===== config.mk =====
export PLATFORM = sky130hd
export DESIGN_NAME = rrbs_cell
export DESIGN_NICKNAME = d
export VERILOG_FILES = /design/src/rtl/core/rrbs_pkg.sv /design/src/rtl/core/rrbs_cell.sv
export SDC_FILE = /design/constraint.sdc
export NUM_CORES = 1
export LEC_CHECK = 0
export ABC_AREA = 1
export BUFFER_PORTS_ARGS = -buffer_cell sky130_fd_sc_hd__buf_2
export CAP_MARGIN = 20
export CELL_PAD_IN_SITES_DETAIL_PLACEMENT = 1
export CELL_PAD_IN_SITES_GLOBAL_PLACEMENT = 1
export CORE_UTILIZATION = 33
export CTS_CLUSTER_SIZE = 20
export DETAILED_ROUTE_END_ITERATION = 7
export PLACE_DENSITY = 0.88
export SYNTH_ARGS = -nofsm -noshare
export SYNTH_HDL_FRONTEND = slang
export SYNTH_SLANG_ARGS = --single-unit

===== constraint.sdc =====
create_clock -name i_clk -period 7.9 [get_ports i_clk]
set_clock_uncertainty 0.1 [all_clocks]
set_input_delay 0.395 -clock i_clk [delete_from_list [all_inputs] [get_ports i_clk]]
set_output_delay 0.395 -clock i_clk [all_outputs]
set_load 0.01 [all_outputs]

===== src/rtl/core/rrbs_pkg.sv =====
`timescale 1ns / 1ps

package rrbs_pkg;

    // Table size and derived widths
    localparam int MAX_TASK_SLOTS = 128;
    localparam int IDX_W          = $clog2(MAX_TASK_SLOTS);
    localparam int COUNT_W        = $clog2(MAX_TASK_SLOTS + 1);
    localparam int STAT_W         = 3;
    localparam int HANDLE_W       = 7;
    localparam int KEY_W          = 9;
    localparam int TIME_W         = 32;
    localparam int ACT_W          = 3;
    localparam int RES_W          = 2;

    // Task status codes
    localparam logic [STAT_W-1:0] ST_READY      = 3'd0;
    localparam logic [STAT_W-1:0] ST_EXITED     = 3'd1;
    localparam logic [STAT_W-1:0] ST_WAIT_TASK  = 3'd2;
    localparam logic [STAT_W-1:0] ST_WAIT_INPUT = 3'd3;
    localparam logic [STAT_W-1:0] ST_SLEEPING   = 3'd4;
    localparam logic [STAT_W-1:0] ST_RUNNING    = 3'd5;
    localparam logic [STAT_W-1:0] ST_UNUSED     = 3'd6;

    // Event codes
    localparam logic [ACT_W-1:0] ACT_CREATE = 3'd0;
    localparam logic [ACT_W-1:0] ACT_EXIT   = 3'd1;
    localparam logic [ACT_W-1:0] ACT_WAIT   = 3'd2;
    localparam logic [ACT_W-1:0] ACT_SLEEP  = 3'd3;
    localparam logic [ACT_W-1:0] ACT_READ   = 3'd4;
    localparam logic [ACT_W-1:0] ACT_RETRY  = 3'd5;

    // Result status codes
    localparam logic [RES_W-1:0] RES_OK   = 2'd0;
    localparam logic [RES_W-1:0] RES_IDLE = 2'd1;
    localparam logic [RES_W-1:0] RES_FULL = 2'd2;

    typedef struct packed {
        logic [ACT_W-1:0]    action;
        logic [HANDLE_W-1:0] target_task;
        logic [TIME_W-1:0]   sleep_ms;
        logic [TIME_W-1:0]   now_ms;
        logic                key_available;
        logic [KEY_W-1:0]    key_code;
    } t_in_item;

    typedef struct packed {
        logic [RES_W-1:0]    status;
        logic [HANDLE_W-1:0] running_task;
        logic [HANDLE_W-1:0] new_handle;
        logic                key_valid;
        logic [KEY_W-1:0]    key_value;
    } t_out_item;

    // Broadcast write into one slot
    typedef struct packed {
        logic                we;
        logic [IDX_W-1:0]    idx;
        logic [STAT_W-1:0]   status;
        logic                we_wake;
        logic [TIME_W-1:0]   wake;
        logic                we_awaited;
        logic [HANDLE_W-1:0] awaited;
    } t_cell_wr;

    // Scan token control
    typedef struct packed {
        logic             load;
        logic [IDX_W-1:0] start;
        logic             adv;
    } t_tok_ctl;

    // What a slot shows to the scheduler; sel_* are zero unless the slot holds the token
    typedef struct packed {
        logic                tok;
        logic                tok_fwd;
        logic                tok_wrap;
        logic [IDX_W-1:0]    sel_idx;
        logic [STAT_W-1:0]   sel_status;
        logic [TIME_W-1:0]   sel_wake;
        logic [HANDLE_W-1:0] sel_awaited;
        logic                exited;
        logic                running;
    } t_cell_obs;

endpackage


===== src/rtl/core/rrbs_cell.sv =====
`timescale 1ns / 1ps

module rrbs_cell (
    input  logic                          i_clk,
    input  logic                          i_rst_n,
    input  logic [rrbs_pkg::IDX_W-1:0]    i_idx,
    input  logic [rrbs_pkg::COUNT_W-1:0]  i_count,
    input  rrbs_pkg::t_cell_wr            i_wr,
    input  rrbs_pkg::t_tok_ctl            i_tok_ctl,
    input  logic                          i_tok_in,
    output rrbs_pkg::t_cell_obs           o_obs
);

    logic [rrbs_pkg::STAT_W-1:0]   r_status;
    logic [rrbs_pkg::TIME_W-1:0]   r_wake;
    logic [rrbs_pkg::HANDLE_W-1:0] r_awaited;
    logic                          r_tok;
    logic                          w_hit;
    logic                          w_last;

    assign w_hit  = i_wr.we && (i_wr.idx == i_idx);
    assign w_last = (rrbs_pkg::COUNT_W'(i_idx) == (i_count - rrbs_pkg::COUNT_W'(1)));

    // Status and token: slot 0 starts ready, the rest unused
    always_ff @(posedge i_clk) begin
        if (!i_rst_n) begin
            r_status <= (i_idx == '0) ? rrbs_pkg::ST_READY : rrbs_pkg::ST_UNUSED;
            r_tok    <= 1'b0;
        end else begin
            if (w_hit) begin
                r_status <= i_wr.status;
            end
            if (i_tok_ctl.load) begin
                r_tok <= (i_idx == i_tok_ctl.start);
            end else if (i_tok_ctl.adv) begin
                r_tok <= i_tok_in;
            end
        end
    end

    // Wake time and awaited handle, written on demand
    always_ff @(posedge i_clk) begin
        if (w_hit && i_wr.we_wake) begin
            r_wake <= i_wr.wake;
        end
        if (w_hit && i_wr.we_awaited) begin
            r_awaited <= i_wr.awaited;
        end
    end

    // Token leaves the last used slot through the wrap path
    always_comb begin
        o_obs.tok         = r_tok;
        o_obs.tok_fwd     = r_tok && !w_last;
        o_obs.tok_wrap    = r_tok && w_last;
        o_obs.sel_idx     = r_tok ? i_idx : '0;
        o_obs.sel_status  = r_tok ? r_status : '0;
        o_obs.sel_wake    = r_tok ? r_wake : '0;
        o_obs.sel_awaited = r_tok ? r_awaited : '0;
        o_obs.exited      = (r_status == rrbs_pkg::ST_EXITED);
        o_obs.running     = (r_status == rrbs_pkg::ST_RUNNING);
    end

endmodule


==> summary.log <==
INFO  power_and_ir_drop p_leak=1.88nW
INFO  die            design.core.area=0.00679mm^2
INFO  critical_path  path_cells=inv_1 -> a21oi_1 -> buf_2
INFO  logic_synthesis number_of_enable_flip_flop_cells_after_synthesis=42
INFO  logic_synthesis synth_largest_type_area_fraction=54.6%
INFO  sta            finalSetupTns=0ps
INFO  critical_path  timing.reg2reg.setup_slack=6160ps
INFO  critical_path  worst_setup_path_start_kind=register
INFO  routing        met2RoutedLength=3.48mm
INFO  worst_hold_path hold_sp=i_wr[14]
INFO  routing        wirelength_met1=2.58mm
INFO  worst_hold_path holdPathStages=1
INFO  clock_tree     worst_setup_hold_path_clk_slew=90ps
INFO  critical_path  timing.critical_path.to_type=output port
INFO  logic_synthesis ys_async_sr_fraction=0%
INFO  routing        wl_met3=278um
INFO  clock_tree     cts_hold_repair.buffers=0
INFO  global_route   grt_use_total=17.8%
INFO  placed_design  place_inst=493
INFO  die            fp.dieArea=0.00734mm^2
INFO  clock_tree     tritoncts_clock_tree=built
INFO  clock_tree     cts_max_level=2
INFO  logic_synthesis synth.yosys.warnings=0
INFO  routing        drt_iter0_drc=69
INFO  flow_run       drv_cap=0
INFO  die            placementRows=30
INFO  logic_synthesis syn-instance-count=274
INFO  critical_path  critPathSlowestCell=dfxtp_2
INFO  power_and_ir_drop ir_worst_vdd=0.0955mV
INFO  logic_synthesis yosys.area.top_type=edfxtp_1
INFO  critical_path  timing.rr.end=r_tok
INFO  critical_path  max_stage_delay=930ps
INFO  die            number_of_i_o_pins=133
INFO  logic_synthesis most_frequent_cell_after_synthesis=nand2_1
INFO  worst_hold_path hold_path_end=r_wake[6]
INFO  critical_path  worst-path-stages=3
INFO  logic_synthesis yosys.cell_types.count=29
INFO  global_route   grt_antenna_before_repair=0
INFO  routing        routedWlPerCell=12.8um
INFO  sta            timing_worst_slew_pin_value=913ps
INFO  clock_tree     postCtsResizedCells=0
INFO  critical_path  worstPathRequired=7400ps
INFO  worst_hold_path worstHoldPathType=input pin to register
INFO  cells_and_area final-instance-count-excl-fill=501
INFO  logic_synthesis synthTopCellsByCount=91 x nand2_1, 69 x inv_1, 42 x edfxtp_1
INFO  routing        routed_wl=6.43mm
INFO  clock_tree     clock-root-buffer=clkbuf_8
INFO  critical_path  timing.critical_path.fanout_max=51
INFO  routing        routed-via-count=2,140
INFO  logic_synthesis synth_flop_cell=edfxtp_1
INFO  logic_synthesis synth_top_cells_by_area=edfxtp_1 55%, nand2_1 15%, inv_1 11%, xnor2_1 3.0%, nand3_1 1.9%
INFO  logic_synthesis ys_seq_elements=43
INFO  critical_path  arrival=1720ps
INFO  clock_tree     number_of_buffers_created_by_cts=5
INFO  placed_design  place_congestion=0.909
INFO  sta            relSlewSlack=39.2%
INFO  cells_and_area finish.net_count=484
INFO  critical_path  timing.reg2reg.worst_path_depth=4
INFO  routing        postRouteAntennaNets=0
INFO  routing        detail_route.vias_per_cell=4.27
INFO  die            die_h=85.7um
INFO  logic_synthesis seq_area_frac_synth=55.4%
INFO  routing        drt-pass1-iter-count=4
INFO  cells_and_area area_growth_syn_to_layout=35.9%
INFO  logic_synthesis post_synth.cell_area_avg=8.43um^2
INFO  logic_synthesis synth.net_count=354
INFO  clock_tree     cts_buffer_depth=2
INFO  sta            setup_viol=0
INFO  logic_synthesis post_synth_instance_area=0.00231mm^2
INFO  sta            rsz_0062_raised_after_global_routing=no
INFO  die            x_dimension_of_the_die=85.7um
INFO  outcome        run_status=finished clean
INFO  critical_path  critical_path.reg2reg.startpoint=r_tok
INFO  clock_tree     numClockSinks=43
INFO  sta            period_needed=2210ps
INFO  global_route   grt_pass1_vias=2,167
INFO  routing        top_signal_layer_used=met4
INFO  sta            final_max_slew_viol_count=0
INFO  power_and_ir_drop power_per_cell_area=146mW/mm^2
INFO  routing        route.detailed.drc=0
INFO  global_route   grt_start_max_net_pins=52
INFO  sta            final_min_period_over_clock_period=28.0%
INFO  cells_and_area layout-drive-gt1-share=38.0%
INFO  global_route   grt_pass1_wl=10.2mm
INFO  sta            finalHoldViolCount=0
INFO  placed_design  i_o_buffers=132
INFO  sta            max_freq=452MHz
INFO  placed_design  hpwl_dp=5.24mm
INFO  critical_path  largest_delay_share_family_worst_path=flip-flops
INFO  clock_tree     cts_setup_buffers=0
INFO  clock_tree     clk-insertion-delay-late=280ps
INFO  power_and_ir_drop report.power.total=0.458mW
INFO  critical_path  path_buf_inv=2
INFO  cells_and_area diodes=0
INFO  die            initial_core_util=34.0%
INFO  global_route   overflow=0
INFO  critical_path  timing.setup.critical_path_class=register to output port
stage by stage:
step | util [%] | hold WS (ps) | worst slack (ps) | cell area (um^2)
final | 46.2 | 177 | 5690 | 3140
after detailed placement | 45.0 | 473 | 5700 | 3060
after floorplan | - | 394 | 5040 | 2310
after CTS | 46.2 | 169 | 5630 | 3140
after global placement | 45.0 | 471 | 5810 | 3060
after global routing | 46.2 | 163 | 5510 | 3140
cell usage in the layout, fill, tap and decap left out, drive strengths merged:
| master | netlist | final |
|---|---|---|
| clkinv | 0 | 1 |
| o211ai | 2 | 2 |
| buf | 6 | 133 |
| nor3 | 3 | 3 |
| nor2 | 15 | 15 |
| xnor2 | 8 | 8 |
| o21ai | 4 | 4 |
| clkinvlp | 0 | 1 |
| nor3b | 1 | 1 |
| a21oi | 3 | 3 |
| nand3b | 1 | 1 |
| or2 | 3 | 3 |
| clkbuf | 4 | 6 |
| a21boi | 1 | 1 |
| edfxtp | 42 | 42 |
| dfxtp | 1 | 1 |
| nand2 | 92 | 92 |
| xor2 | 4 | 4 |
| o31ai | 1 | 1 |
| inv | 72 | 72 |
| nand3 | 9 | 9 |
| ha | 1 | 1 |
| nand4 | 1 | 1 |
cells by family (layout without fill, tap and decap cells):
group                      Yosys count  in the layout  share of synthesized area, %
AOI/OAI and AO/OA                   11             11                          3.03
xor gates and xnor gates            12             12                          4.55
adders and majority gates            1              1                         0.541
buffers and inverters               82            213                          13.8
DFF                                 43             43                          55.4
and+or+nand+nor                    125            125                          22.7
cell type report:
| type | instances | area (um^2) |
|---|---|---|
| Fill cell | 854 | 3650 |
| Sequential cell | 43 | 1280 |
| Clock inverter | 2 | 12.5 |
| Timing Repair Buffer | 133 | 668 |
| Tap cell | 96 | 120 |
| Multi-Input combinational cell | 149 | 714 |
| Inverter | 72 | 270 |
| Clock buffer | 6 | 72.6 |
sequential cells by signal, summed over array words and instances, names as in the netlist:
signal	flops
r_wake	32
r_awaited	7
r_status	3
r_tok	1
worst max-delay path by stage:
stage | from | to | slack (ps)
2_1_floorplan | i_idx[6] | r_wake[0] | 5040
3_3_place_gp | i_idx[2] | r_wake[0] | 5810
4_1_cts | r_tok | o_obs[52] | 5630
3_5_place_dp | i_idx[2] | r_wake[9] | 5700
6_report | r_tok | o_obs[52] | 5690
5_1_grt | r_tok | o_obs[52] | 5510
metal layers:
layer	vias up	track usage (%)
met3	6	3.18
met1	989	20.2
met4	0	4.09
met5	-	0
met2	69	34.3
li1	1076	-
report_power, final:
part | internal (mW) | switching [mW]
Sequential | 0.253 | 0.00448
Combinational | 0.0315 | 0.0358
Clock | 0.0618 | 0.0713
Total | 0.346 | 0.112
worst register-to-register path, delay by kind of cell (launching register included):
family / cells / cell delay [ps]
buffers and inverters: 1 / 210
DFF: 1 / 930
AOI/OAI and AO/OA: 3 / 430
Note: power is estimated with default switching activity, not from simulation.
